## config.mk

```make
export PLATFORM = sky130hd
export DESIGN_NAME = postfix_expression_evaluator_core
export DESIGN_NICKNAME = d
export VERILOG_FILES = /design/src/rtl/core/pee_pkg.sv /design/src/rtl/core/postfix_expression_evaluator_core.sv /design/src/rtl/core/pee_ram.sv /design/src/rtl/core/pee_alu.sv /design/src/rtl/core/pee_datapath.sv /design/src/rtl/core/pee_ctrl.sv
export VERILOG_INCLUDE_DIRS = /design/src /design/src/rtl/core
export SDC_FILE = /design/constraint.sdc
export NUM_CORES = 2
export LEC_CHECK = 0
export BUFFER_PORTS_ARGS = -buffer_cell sky130_fd_sc_hd__buf_2
export CORE_MARGIN = 3
export CORE_UTILIZATION = 64
export CTS_CLUSTER_SIZE = 40
export DETAILED_ROUTE_END_ITERATION = 8
export PLACE_DENSITY = 0.8
export REMOVE_ABC_BUFFERS = 1
export SETUP_SLACK_MARGIN = 0.2
export SLEW_MARGIN = 15
export SYNTH_ARGS = -nofsm -noshare
export SYNTH_HDL_FRONTEND = slang
export SYNTH_HIERARCHICAL = 1
export SYNTH_SLANG_ARGS = --single-unit
```

## constraint.sdc

```tcl
create_clock -name clock -period 11.6 [get_ports clock]
set_input_delay 1.16 -clock clock [delete_from_list [all_inputs] [get_ports clock]]
set_output_delay 1.16 -clock clock [all_outputs]
set_load 0.03 [all_outputs]
```

## src/rtl/core/postfix_expression_evaluator_core_assert.svh

```systemverilog
// ----------------------------------------------------------------------------
// postfix_expression_evaluator_core_assert
// Assertion macros for the postfix expression evaluator.
// ----------------------------------------------------------------------------
`ifndef POSTFIX_EXPRESSION_EVALUATOR_CORE_ASSERT_SVH
`define POSTFIX_EXPRESSION_EVALUATOR_CORE_ASSERT_SVH
// Implication checked every clock, muted in reset.
`define PEE_ASSERT_IMP(label, rst, ante, cons) \
   label: assert property (@(posedge clock) disable iff (rst) (ante) |-> (cons)) \
      else $error("assertion failed");
// Next-cycle implication, muted in reset.
`define PEE_ASSERT_NXT(label, rst, ante, cons) \
   label: assert property (@(posedge clock) disable iff (rst) (ante) |=> (cons)) \
      else $error("assertion failed");
`endif

```

## src/rtl/core/pee_pkg.sv

```systemverilog
// ----------------------------------------------------------------------------
// pee_pkg
// Shared types and codes of the postfix expression evaluator.
// ----------------------------------------------------------------------------
package pee_pkg;
   localparam logic [1:0] REQ_PUSH = 2'd0;
   localparam logic [1:0] REQ_OP   = 2'd1;
   localparam logic [1:0] REQ_END  = 2'd2;

   localparam logic [2:0] OP_ADD = 3'd0;
   localparam logic [2:0] OP_SUB = 3'd1;
   localparam logic [2:0] OP_MUL = 3'd2;
   localparam logic [2:0] OP_DIV = 3'd3;
   localparam logic [2:0] OP_POW = 3'd4;
   localparam logic [2:0] OP_REM = 3'd5;

   localparam logic [1:0] ST_OK        = 2'd0;
   localparam logic [1:0] ST_MALFORMED = 2'd1;
   localparam logic [1:0] ST_DIVZERO   = 2'd2;
   localparam logic [1:0] ST_OVERFLOW  = 2'd3;

   typedef struct packed {
      logic [1:0]         req_type;
      logic signed [31:0] operand;
      logic [2:0]         op_code;
   } req_type_type;

   typedef struct packed {
      logic signed [31:0] value;
      logic [1:0]         status;
   } rsp_type;

   // controller -> datapath commands
   typedef struct packed {
      logic push;       // write operand at count
      logic rd_b;       // read entry count-1
      logic rd_a;       // read entry count-2
      logic cap_b;      // capture read data as b
      logic cap_a;      // capture read data as a
      logic start;      // start arithmetic
      logic wr_res;     // write result at count-2, count -= 1
      logic rd_0;       // read entry 0
      logic clear;      // count <= 0
   } cmd_type;

   // datapath -> controller status
   typedef struct packed {
      logic full;
      logic lt2;
      logic one;
      logic done;
      logic divz;
   } sts_type;
endpackage

```

## src/rtl/core/postfix_expression_evaluator_core.sv

```systemverilog
// ----------------------------------------------------------------------------
// postfix_expression_evaluator_core
// RPN calculator: operand stack in RAM, sequencer and multi-cycle ALU.
// ----------------------------------------------------------------------------
//  channel | dir | payload                   | transaction
//  req_    | in  | req_type, operand, op_code | one token
//  rsp_    | out | value, status              | one per end token
//
// Push, unused and rejected tokens are handled in the idle state. An operator
// reads both operands, starts the ALU and waits for it: add/sub/mul, a zero
// divisor or a negative exponent in one step, div/rem one quotient bit a cycle,
// power by square-and-multiply over exponent bits. An end token reads entry 0.
// Reset clears stack count, sticky error and the valid flags; the stack RAM
// is not cleared. A stalled result holds in its register; a new end token
// waits only if that register is still full.
module postfix_expression_evaluator_core #(
   parameter int STACK_DEPTH = 64,
   parameter int DATA_WIDTH  = 32
) (
   input  logic                  clock,
   input  logic                  reset,
   input  logic                  req_valid,
   output logic                  req_ready,
   input  pee_pkg::req_type_type req_data,
   output logic                  rsp_valid,
   input  logic                  rsp_ready,
   output pee_pkg::rsp_type      rsp_data
);
   pee_pkg::cmd_type      cmd;
   pee_pkg::sts_type      sts;
   logic [2:0]            op_code;
   logic [DATA_WIDTH-1:0] rd_value;

   pee_ctrl #(.DATA_WIDTH(DATA_WIDTH)) u_ctrl (
      .clock     (clock),
      .reset     (reset),
      .req_valid (req_valid),
      .req_ready (req_ready),
      .req_data  (req_data),
      .rsp_valid (rsp_valid),
      .rsp_ready (rsp_ready),
      .rsp_data  (rsp_data),
      .cmd       (cmd),
      .op_code   (op_code),
      .sts       (sts),
      .rd_value  (rd_value)
   );

   pee_datapath #(.STACK_DEPTH(STACK_DEPTH), .DATA_WIDTH(DATA_WIDTH)) u_dp (
      .clock    (clock),
      .reset    (reset),
      .cmd      (cmd),
      .operand  (req_data.operand),
      .op_code  (op_code),
      .sts      (sts),
      .rd_value (rd_value)
   );
endmodule

```

## src/rtl/core/pee_ram.sv

```systemverilog
// ----------------------------------------------------------------------------
// pee_ram
// Generic single-port-write, single-read RAM with registered read.
// ----------------------------------------------------------------------------
module pee_ram #(
   parameter int WIDTH = 32,
   parameter int DEPTH = 64
) (
   input  logic                     clock,
   input  logic                     wr_en,
   input  logic [$clog2(DEPTH)-1:0] wr_addr,
   input  logic [WIDTH-1:0]         wr_data,
   input  logic [$clog2(DEPTH)-1:0] rd_addr,
   output logic [WIDTH-1:0]         rd_data
);
   logic [WIDTH-1:0] mem_ff [DEPTH];
   logic [WIDTH-1:0] rd_data_ff;

   always_ff @(posedge clock) begin
      if (wr_en) begin
         mem_ff[wr_addr] <= wr_data;
      end
      rd_data_ff <= mem_ff[rd_addr];
   end
   assign rd_data = rd_data_ff;
endmodule

```

## src/rtl/core/pee_alu.sv

```systemverilog
// ----------------------------------------------------------------------------
// pee_alu
// Multi-cycle arithmetic: add/sub in one step, mul in one, div/rem by
// restoring division one bit a cycle, power by square-and-multiply.
// ----------------------------------------------------------------------------
module pee_alu #(
   parameter int DATA_WIDTH = 32
) (
   input  logic                  clock,
   input  logic                  reset,
   input  logic                  start,
   input  logic [2:0]            op_code,
   input  logic [DATA_WIDTH-1:0] a,
   input  logic [DATA_WIDTH-1:0] b,
   output logic                  done,
   output logic                  divz,
   output logic [DATA_WIDTH-1:0] result
);
   localparam int CW = $clog2(DATA_WIDTH + 1);

   typedef enum logic [4:0] {
      A_IDLE = 5'b00001,
      A_DIV  = 5'b00010,
      A_POWM = 5'b00100,
      A_POWS = 5'b01000,
      A_DONE = 5'b10000
   } alu_state_type;

   alu_state_type        state_ff, state_in;
   logic [DATA_WIDTH-1:0] acc_ff, acc_in;     // quotient / power result
   logic [DATA_WIDTH-1:0] rem_ff, rem_in;     // remainder / power base
   logic [DATA_WIDTH-1:0] den_ff, den_in;     // divisor magnitude / exponent
   logic [CW-1:0]         cnt_ff, cnt_in;
   logic [2:0]            op_ff, op_in;
   logic                  sa_ff, sa_in, sb_ff, sb_in;
   logic [DATA_WIDTH-1:0] res_ff, res_in;
   logic                  divz_ff, divz_in;

   logic [DATA_WIDTH-1:0] ma, mb, prod;
   logic [DATA_WIDTH:0]   trial;
   logic [DATA_WIDTH-1:0] mul_x, mul_y;

   assign ma = a[DATA_WIDTH-1] ? (~a + 1'b1) : a;
   assign mb = b[DATA_WIDTH-1] ? (~b + 1'b1) : b;
   assign trial = {rem_ff, acc_ff[DATA_WIDTH-1]} - {1'b0, den_ff};

   always_comb begin
      mul_x = a;
      mul_y = b;
      if (state_ff == A_POWM) begin
         mul_x = acc_ff;
         mul_y = rem_ff;
      end else if (state_ff == A_POWS) begin
         mul_x = rem_ff;
         mul_y = rem_ff;
      end
   end
   assign prod = mul_x * mul_y;

   always_comb begin
      state_in = state_ff;
      acc_in = acc_ff;
      rem_in = rem_ff;
      den_in = den_ff;
      cnt_in = cnt_ff;
      op_in = op_ff;
      sa_in = sa_ff;
      sb_in = sb_ff;
      res_in = res_ff;
      divz_in = divz_ff;
      unique case (state_ff)
         A_IDLE: begin
            if (start) begin
               op_in = op_code;
               divz_in = 1'b0;
               sa_in = a[DATA_WIDTH-1];
               sb_in = b[DATA_WIDTH-1];
               state_in = A_DONE;
               priority case (op_code)
                  pee_pkg::OP_ADD: res_in = a + b;
                  pee_pkg::OP_SUB: res_in = a - b;
                  pee_pkg::OP_MUL: res_in = prod;
                  pee_pkg::OP_POW: begin
                     if (b[DATA_WIDTH-1]) begin
                        if (a == DATA_WIDTH'(1)) res_in = DATA_WIDTH'(1);
                        else if (&a) res_in = b[0] ? a : DATA_WIDTH'(1);
                        else res_in = '0;
                     end else begin
                        acc_in = DATA_WIDTH'(1);
                        rem_in = a;
                        den_in = b;
                        state_in = A_POWM;
                     end
                  end
                  default: begin
                     if (b == '0) begin
                        divz_in = 1'b1;
                     end else begin
                        acc_in = ma;
                        rem_in = '0;
                        den_in = mb;
                        cnt_in = CW'(DATA_WIDTH);
                        state_in = A_DIV;
                     end
                  end
               endcase
            end
         end
         A_DIV: begin
            if (!trial[DATA_WIDTH]) begin
               rem_in = trial[DATA_WIDTH-1:0];
               acc_in = {acc_ff[DATA_WIDTH-2:0], 1'b1};
            end else begin
               rem_in = {rem_ff[DATA_WIDTH-2:0], acc_ff[DATA_WIDTH-1]};
               acc_in = {acc_ff[DATA_WIDTH-2:0], 1'b0};
            end
            cnt_in = cnt_ff - 1'b1;
            if (cnt_ff == CW'(1)) begin
               state_in = A_DONE;
               if (op_ff == pee_pkg::OP_DIV) begin
                  res_in = (sa_ff != sb_ff) ? (~acc_in + 1'b1) : acc_in;
               end else begin
                  res_in = sa_ff ? (~rem_in + 1'b1) : rem_in;
               end
            end
         end
         A_POWM: begin
            if (den_ff == '0) begin
               res_in = acc_ff;
               state_in = A_DONE;
            end else begin
               if (den_ff[0]) acc_in = prod;
               state_in = A_POWS;
            end
         end
         A_POWS: begin
            rem_in = prod;
            den_in = den_ff >> 1;
            state_in = A_POWM;
         end
         A_DONE: state_in = A_IDLE;
         default: state_in = A_IDLE;
      endcase
   end

   always_ff @(posedge clock) begin
      if (reset) begin
         state_ff <= A_IDLE;
      end else begin
         state_ff <= state_in;
      end
      acc_ff <= acc_in;
      rem_ff <= rem_in;
      den_ff <= den_in;
      cnt_ff <= cnt_in;
      op_ff <= op_in;
      sa_ff <= sa_in;
      sb_ff <= sb_in;
      res_ff <= res_in;
      divz_ff <= divz_in;
   end

   assign done = (state_ff == A_DONE);
   assign divz = divz_ff;
   assign result = res_ff;
endmodule

```

## src/rtl/core/pee_datapath.sv

```systemverilog
// ----------------------------------------------------------------------------
// pee_datapath
// Operand stack in RAM, stack pointer, operand registers and ALU.
// ----------------------------------------------------------------------------
module pee_datapath #(
   parameter int STACK_DEPTH = 64,
   parameter int DATA_WIDTH  = 32
) (
   input  logic                  clock,
   input  logic                  reset,
   input  pee_pkg::cmd_type      cmd,
   input  logic signed [31:0]    operand,
   input  logic [2:0]            op_code,
   output pee_pkg::sts_type      sts,
   output logic [DATA_WIDTH-1:0] rd_value
);
   localparam int AW = $clog2(STACK_DEPTH);
   localparam int NW = $clog2(STACK_DEPTH + 1);

   logic [NW-1:0]         cnt_ff, cnt_in;
   logic [DATA_WIDTH-1:0] a_ff, b_ff, alu_res, rd_data, wr_data, opnd_ext;
   logic [AW-1:0]         wr_addr, rd_addr;
   logic                  wr_en, alu_done, alu_divz;
   logic [NW-1:0]         idx_b, idx_a;

   assign opnd_ext = DATA_WIDTH'({{32{operand[31]}}, operand});
   assign idx_b = cnt_ff - NW'(1);
   assign idx_a = cnt_ff - NW'(2);

   always_comb begin
      rd_addr = '0;
      if (cmd.rd_b) rd_addr = idx_b[AW-1:0];
      else if (cmd.rd_a) rd_addr = idx_a[AW-1:0];
      else if (cmd.rd_0) rd_addr = '0;
      wr_en = cmd.push | cmd.wr_res;
      wr_addr = cmd.push ? cnt_ff[AW-1:0] : idx_a[AW-1:0];
      wr_data = cmd.push ? opnd_ext : alu_res;
      cnt_in = cnt_ff;
      if (cmd.clear) cnt_in = '0;
      else if (cmd.push) cnt_in = cnt_ff + NW'(1);
      else if (cmd.wr_res) cnt_in = idx_b;
   end

   pee_ram #(.WIDTH(DATA_WIDTH), .DEPTH(STACK_DEPTH)) u_stack (
      .clock   (clock),
      .wr_en   (wr_en),
      .wr_addr (wr_addr),
      .wr_data (wr_data),
      .rd_addr (rd_addr),
      .rd_data (rd_data)
   );

   always_ff @(posedge clock) begin
      if (reset) begin
         cnt_ff <= '0;
      end else begin
         cnt_ff <= cnt_in;
      end
      if (cmd.cap_b) b_ff <= rd_data;
      if (cmd.cap_a) a_ff <= rd_data;
   end

   pee_alu #(.DATA_WIDTH(DATA_WIDTH)) u_alu (
      .clock   (clock),
      .reset   (reset),
      .start   (cmd.start),
      .op_code (op_code),
      .a       (a_ff),
      .b       (b_ff),
      .done    (alu_done),
      .divz    (alu_divz),
      .result  (alu_res)
   );

   assign sts.full = (cnt_ff == NW'(STACK_DEPTH));
   assign sts.lt2  = (cnt_ff < NW'(2));
   assign sts.one  = (cnt_ff == NW'(1));
   assign sts.done = alu_done;
   assign sts.divz = alu_divz;
   assign rd_value = rd_data;
endmodule

```

## src/rtl/core/pee_ctrl.sv

```systemverilog
// ----------------------------------------------------------------------------
// pee_ctrl
// Token sequencer: handshakes, sticky error, command generation.
// ----------------------------------------------------------------------------
`include "postfix_expression_evaluator_core_assert.svh"
module pee_ctrl #(
   parameter int DATA_WIDTH = 32
) (
   input  logic                  clock,
   input  logic                  reset,
   input  logic                  req_valid,
   output logic                  req_ready,
   input  pee_pkg::req_type_type req_data,
   output logic                  rsp_valid,
   input  logic                  rsp_ready,
   output pee_pkg::rsp_type      rsp_data,
   output pee_pkg::cmd_type      cmd,
   output logic [2:0]            op_code,
   input  pee_pkg::sts_type      sts,
   input  logic [DATA_WIDTH-1:0] rd_value
);
   typedef enum logic [6:0] {
      S_IDLE  = 7'b0000001,
      S_RDA   = 7'b0000010,
      S_CAPA  = 7'b0000100,
      S_START = 7'b0001000,
      S_WAIT  = 7'b0010000,
      S_ENDRD = 7'b0100000,
      S_ENDW  = 7'b1000000
   } ctl_state_type;

   ctl_state_type    state_ff, state_in;
   logic [1:0]       err_ff, err_in;
   logic [2:0]       op_ff, op_in;
   logic             rsp_valid_ff, rsp_valid_in;
   pee_pkg::rsp_type rsp_ff, rsp_in;
   logic             take;

   assign req_ready = (state_ff == S_IDLE);
   assign take = req_valid && req_ready;
   assign op_code = op_ff;

   always_comb begin
      state_in = state_ff;
      err_in = err_ff;
      op_in = op_ff;
      rsp_valid_in = rsp_valid_ff && !rsp_ready;
      rsp_in = rsp_ff;
      cmd = '0;
      unique case (state_ff)
         S_IDLE: begin
            if (take) begin
               op_in = req_data.op_code;
               if (req_data.req_type == pee_pkg::REQ_PUSH && err_ff == pee_pkg::ST_OK) begin
                  if (sts.full) err_in = pee_pkg::ST_OVERFLOW;
                  else cmd.push = 1'b1;
               end else if (req_data.req_type == pee_pkg::REQ_OP
                            && err_ff == pee_pkg::ST_OK) begin
                  if (sts.lt2 || req_data.op_code > pee_pkg::OP_REM) begin
                     err_in = pee_pkg::ST_MALFORMED;
                  end else begin
                     cmd.rd_b = 1'b1;
                     state_in = S_RDA;
                  end
               end else if (req_data.req_type == pee_pkg::REQ_END) begin
                  cmd.rd_0 = 1'b1;
                  state_in = S_ENDRD;
               end
            end
         end
         S_RDA: begin
            cmd.cap_b = 1'b1;
            cmd.rd_a = 1'b1;
            state_in = S_CAPA;
         end
         S_CAPA: begin
            cmd.cap_a = 1'b1;
            state_in = S_START;
         end
         S_START: begin
            cmd.start = 1'b1;
            state_in = S_WAIT;
         end
         S_WAIT: begin
            if (sts.done) begin
               if (sts.divz) err_in = pee_pkg::ST_DIVZERO;
               else cmd.wr_res = 1'b1;
               state_in = S_IDLE;
            end
         end
         S_ENDRD: begin
            // wait for a free output register
            if (!rsp_valid_ff || rsp_ready) begin
               state_in = S_ENDW;
            end
         end
         S_ENDW: begin
            rsp_valid_in = 1'b1;
            rsp_in.value = '0;
            rsp_in.status = err_ff;
            if (err_ff == pee_pkg::ST_OK) begin
               if (sts.one) rsp_in.value = 32'(rd_value);
               else rsp_in.status = pee_pkg::ST_MALFORMED;
            end
            cmd.clear = 1'b1;
            err_in = pee_pkg::ST_OK;
            state_in = S_IDLE;
         end
         default: state_in = S_IDLE;
      endcase
   end

   always_ff @(posedge clock) begin
      if (reset) begin
         state_ff <= S_IDLE;
         err_ff <= pee_pkg::ST_OK;
         rsp_valid_ff <= 1'b0;
      end else begin
         state_ff <= state_in;
         err_ff <= err_in;
         rsp_valid_ff <= rsp_valid_in;
      end
      op_ff <= op_in;
      rsp_ff <= rsp_in;
   end

   assign rsp_valid = rsp_valid_ff;
   assign rsp_data = rsp_ff;

   `PEE_ASSERT_NXT(a_rsp_hold, reset, rsp_valid_ff && !rsp_ready, rsp_valid_ff && $stable(rsp_ff))
   `PEE_ASSERT_IMP(a_err_val, reset, rsp_valid_ff && rsp_ff.status != pee_pkg::ST_OK, rsp_ff.value == '0)
   `PEE_ASSERT_NXT(a_end_clr, reset, state_ff == S_ENDW, err_ff == pee_pkg::ST_OK && rsp_valid_ff)
endmodule

```

Word-level counts from Yosys, hierarchy flattened
Memories as Yosys holds them, arrays and structs flattened. A register that Yosys moved wholly into a read port is not among the register bits.
Cells that the tools add are included.
- bitwise logic cells: 5
- add/sub/neg operators: 11
- muxes and demuxes: 92
- equal/unequal tests: 45
- reduce and logical (&&, ||, !) cells: 34
- order comparisons: 2
- $mul: 1
- operators by type and width (kind ; number):
    two-way mux 32 bit ; 31
    one-hot mux 32 bit (3 select lines) ; 3
    one-hot mux 32 bit (2 select lines) ; 4
    adder 32 x 1 -> 32 bit, second input constant ; 4
    inverter 32 bit ; 4
    one-hot mux 32 bit (4 select lines) ; 1
    zero test 32 bit ; 2
    two-way mux 7 bit ; 9
    one-hot mux 7 bit (6 select lines) ; 1
    two-way mux 6 bit ; 6
    subtractor 33 x 32 -> 33 bit ; 1
    adder 32 bit ; 1
    == test 32 x 1 -> 1 bit, second input constant ; 1
    multiplier 32 x 32 -> 32 bit ; 1
    AND reduction 32 bit ; 1
    subtractor 32 bit ; 1
    two-way mux 5 bit ; 5
    two-way mux 2 bit ; 12
    one-hot mux 5 bit (4 select lines) ; 1
    != test 2 bit, second input constant ; 9
    != test 3 bit, second input constant ; 6
    two-way mux 1 bit ; 16
    == test 7 x 1 -> 1 bit, second input constant ; 2
    == test 7 bit, second input constant ; 2
    45 further kinds ; 66
- bits of input ports: 41
- bits in registers: 263
- memories kept: 1
- RAM bits: 2048
- memory list (name ; words ; bits a word ; read ports ; clocked after Yosys merged registers in ; wr ports ; line ; text):
    u_dp.u_stack.mem_ff ; 64 ; 32 ; 1 ; 1 ; 1 ; pee_ram.sv:16 ; logic [WIDTH-1:0] mem_ff [DEPTH];

Longest topological paths before layout
- depth after elaboration: 10
- mapped depth: 36

Cells and area by module
Netlist, hierarchy kept.
- by module, submodules not included (module ; times used ; area each (um^2) ; cells each):
    pee_ram ; 1 ; 79039.6 ; 3511
    pee_alu ; 1 ; 31023.5 ; 3629
    pee_datapath ; 1 ; 3086.7 ; 199
    pee_ctrl ; 1 ; 2072.0 ; 164

Worst setup path before layout
Ideal clock, no wire load.
- path type: register to register
- start point: reg u_dp.u_alu.state_ff[2]
- end point: reg u_dp.u_alu.acc_ff[30] (data pin)
- setup time: 0.261 ns
- path slack: 2.484 ns
- data arrival time: 8.855 ns
- buffers on the path: 4
- clock period less this slack: 9.116 ns
- stages on the path, launching flop included: 34
- cell sequence: dfxtp_1 > and2b_4 > o21ai_4 > buf_4 > buf_6 > buf_1 > mux2i_1 > clkbuf_1 > nor2_1 > fa_1 > fa_1 > fa_1 > inv_1 > fa_1 > inv_1 > fa_1 > inv_1 > fa_1 > inv_1 > fa_1 > fa_1 > ha_1 > a21o_1 > a21o_1 > a21oi_1 > a21boi_0 > a41oi_1 > a221o_1 > o21ai_0 > nand2b_1 > a21oi_1 > o21bai_1 > xor2_1 > a221o_1
- word-level cells in the longest chain between the ends: 7
- RTL lines (item ; line ; text):
    start, declared ; pee_alu.sv:29 ; alu_state_type state_ff, state_in;
    start signal, assigned ; pee_alu.sv:150 ; state_ff <= state_in;
    == test 5 x 4 -> 1 bit ; pee_alu.sv:53 ; end else if (state_ff == A_POWS) begin
    two-way mux 32 bit ; pee_alu.sv:53 ;
    two-way mux 32 bit ; pee_alu.sv:50 ; if (state_ff == A_POWM) begin
    multiplier 32 x 32 -> 32 bit ; pee_alu.sv:58 ; assign prod = mul_x * mul_y;
    two-way mux 32 bit ; pee_alu.sv:132 ; if (den_ff[0]) acc_in = prod;
    two-way mux 32 bit ; pee_alu.sv:128 ; if (den_ff == '0) begin
    one-hot mux 32 bit (3 select lines) (*) ; pee_alu.sv:71 ; unique case (state_ff)
    net u_dp.u_alu.acc_in[30] ; pee_alu.sv:30 ; logic [DATA_WIDTH-1:0] acc_ff, acc_in;
    end signal, assigned ; pee_alu.sv:152 ; acc_ff <= acc_in;
    end, declared ; pee_alu.sv:30 ;
Mark *: on every way through the listed nets, which the timed path passes. The rest lies on a longest branch. The select of a mux whose other input is x is not followed.
A chain may end at the register's enable or synchronous reset.

Final worst setup path
- start point: reg u_dp.u_alu.state_ff[0]
- end point: reg u_dp.u_alu.rem_ff[30] (data pin)
- word-level cells in the longest chain between the ends: 5
- RTL lines (item ; line ; text):
    == test 5 x 4 -> 1 bit ; pee_alu.sv:53, pee_alu.sv:71 ;
    two-way mux 32 bit ; pee_alu.sv:53 ;
    two-way mux 32 bit ; pee_alu.sv:50 ;
    multiplier 32 x 32 -> 32 bit ; pee_alu.sv:58 ;
    one-hot mux 32 bit (3 select lines) (*) ; pee_alu.sv:71 ;
    net u_dp.u_alu.rem_in[30] ; pee_alu.sv:31 ; logic [DATA_WIDTH-1:0] rem_ff, rem_in;
    end signal, assigned ; pee_alu.sv:153 ; rem_ff <= rem_in;
    end, declared ; pee_alu.sv:31 ;
Mark *: on every way through the listed nets, which the timed path passes. The rest lies on a longest branch.

==> flow_summary.json <==
{
  "cts_buffers": 211,
  "cts_sinks": 2343,
  "setup_viol": 0,
  "crit_top_cell": "fa_1",
  "critical-path-slowest-cell": "or3_1",
  "avgSynthCellArea_sq_um": 15.4,
  "vdd_drop_max_mv": 0.188,
  "grt_max_degree": 112,
  "path_class": "reg2reg",
  "grt.total_usage": 0.411,
  "place_area_sq_um": 119000,
  "die_h_um": 430,
  "initial_utilization": 0.645,
  "maxCapViolCount": 0,
  "vias": 73200,
  "clkTransAtPathRegs_ps": 60,
  "path_max_fanout": 41,
  "worst-path-buf-inv": 4,
  "fin_setup_tns_ps": 0,
  "syn_area_sq_um": 115000,
  "post_cts_buffers": 0,
  "grt_overflow": 0,
  "endpoint_kind": "register",
  "fin_crit_sh": 0.889,
  "antenna_found_initial": 27,
  "power_density_nw_per_um2": 139,
  "setup_slack_ps": 1290,
  "synth_cells": 7502,
  "io_pins": 77,
  "seq_area_sq_um": 69800,
  "viasPerCell": 7.19,
  "relSlewSlack": 0.0181,
  "die_x_um": 430,
  "nNetsFinal": 8272,
  "multi_input_area_sq_um": 42100,
  "preCtsSetupSlack_ps": 1400,
  "numPortBuffers": 76,
  "final_area_sq_um": 126000,
  "fmax_mhz": 97.0,
  "total_power_mw": 17.4,
  "place_inst": 9760,
  "drc": 0,
  "min_period_ps": 10310,
  "status": "finished clean",
  "final_cells": 10200,
  "num_rows": 155,
  "drt-wirelength-per-cell_um": 37.1,
  "clk_path_buf_depth": 3,
  "cts_root_buffer": "clkbuf_16",
  "start_kind": "register",
  "area_growth_pct": 9.29,
  "dp_hpwl_mm": 230,
  "hold_viol": 0,
  "slew_viol_final": 0,
  "arrival_ps": 10910,
  "clkLatencyLatePin_ps": 870,
  "dieArea_sq_um": 185000,
  "first_pass_iters": 8,
  "drtIter0Drc": 12400,
  "n_fill_cell": 10900,
  "tightest_slew_ps": 1460,
  "rsz0062_at_grt": "false",
  "cts_tree": "built",
  "final_core_util": 0.705,
  "cts_hold_buf": 0,
  "place_congestion": 1.03,
  "drive_above_1_share": 0.169,
  "hp-class": "reg2reg",
  "h-tree-depth": 4,
  "cpPeakStageDelay_ps": 700,
  "wirelength_mm": 378,
  "grt_pass1_vias": 73400,
  "grt_pass1_wl_mm": 536,
  "worstPathRequired_ps": 12210,
  "whs_ps": 435,
  "yosys_warnings": 6,
  "core-area_sq_um": 179000,
  "fin_worst_skew_ps": 45.3,
  "p_leak_nw": 42.6,
  "cts.repair.resized": 0,
  "crit_family": "adder cells",
  "detail-route-antenna-nets": 0
}
==> cell type report <==
cell class,count,share of cell area
Inverter,471,0.0141
Clock buffer,261,0.0442
Multi-Input combinational cell,4279,0.335
Tap cell,2355,0.0234
Antenna cell,25,0.000497
Clock inverter,135,0.0108
Sequential cell,2343,0.554
Timing Repair Buffer,313,0.0179
==> path summary, 6_finish.rpt <==
kind	startpoint	end	slack [ps]	depth (start not counted)
min	u_dp/u_stack/rd_data[6]$_DFF_P_	u_dp/a_ff[6]$_DFFE_PP_	430	0
max reg2reg	u_dp/u_alu/state_ff[0]$_SDFFE_PP1P_	u_dp/u_alu/rem_ff[30]$_DFFE_PP_	1290	30
min reg2reg	u_dp/u_stack/rd_data[6]$_DFF_P_	u_dp/a_ff[6]$_DFFE_PP_	430	0
max	u_dp/u_alu/state_ff[0]$_SDFFE_PP1P_	u_dp/u_alu/rem_ff[30]$_DFFE_PP_	1290	30
==> where the power goes <==
group	internal (mW)	switching [mW]	total, mW
Combinational	0.294	0.699	0.993
Sequential	9.35	0.0244	9.37
Clock	3.91	3.17	7.08
Total	13.5	3.90	17.4
==> layer usage <==
layer,part of all wire,up-vias,track usage
li1,-,28700,-
met1,0.32,36700,0.523
met2,0.46,6377,0.624
met3,0.13,1490,0.0974
met4,0.095,18,0.307
met5,0.00030,-,0
==> flip-flops by register name (all words and copies together) (netlist names), 6 cells and up <==
register / cells
u_dp/u_stack/mem_ff: 2048
u_ctrl/rsp_data: 34
u_dp/a_ff: 32
u_dp/b_ff: 32
u_dp/u_alu/acc_ff: 32
u_dp/u_alu/den_ff: 32
u_dp/u_alu/rem_ff: 32
u_dp/u_alu/result: 32
u_dp/u_stack/rd_data: 32
u_ctrl/state_ff: 7
u_dp/cnt_ff: 7
u_dp/u_alu/cnt_ff: 6
==> worst reg2reg max path: cells and delay by family, from the launching register on <==
kind	cells	cell delay (ps)
AO/OA/AOI/OAI	11	2870
XOR/XNOR	1	160
adder cells (fa/ha/maj)	9	4300
buffers and inverters	4	240
flip-flops	1	360
multiplexers	1	430
AND/OR/NAND/NOR	4	1720
==> cell usage in the layout (no fill, tap or decap), types with 179 or more instances in the layout <==
master / count
nand2_1: 428
mux4_2: 446
inv_1: 470
nor2_1: 519
fa_1: 410
ha_1: 202
edfxtp_1: 2289
buf_4: 230
clkbuf_16: 213
mux2i_1: 258
o21ai_0: 179
(Power assumes the default switching activity.)
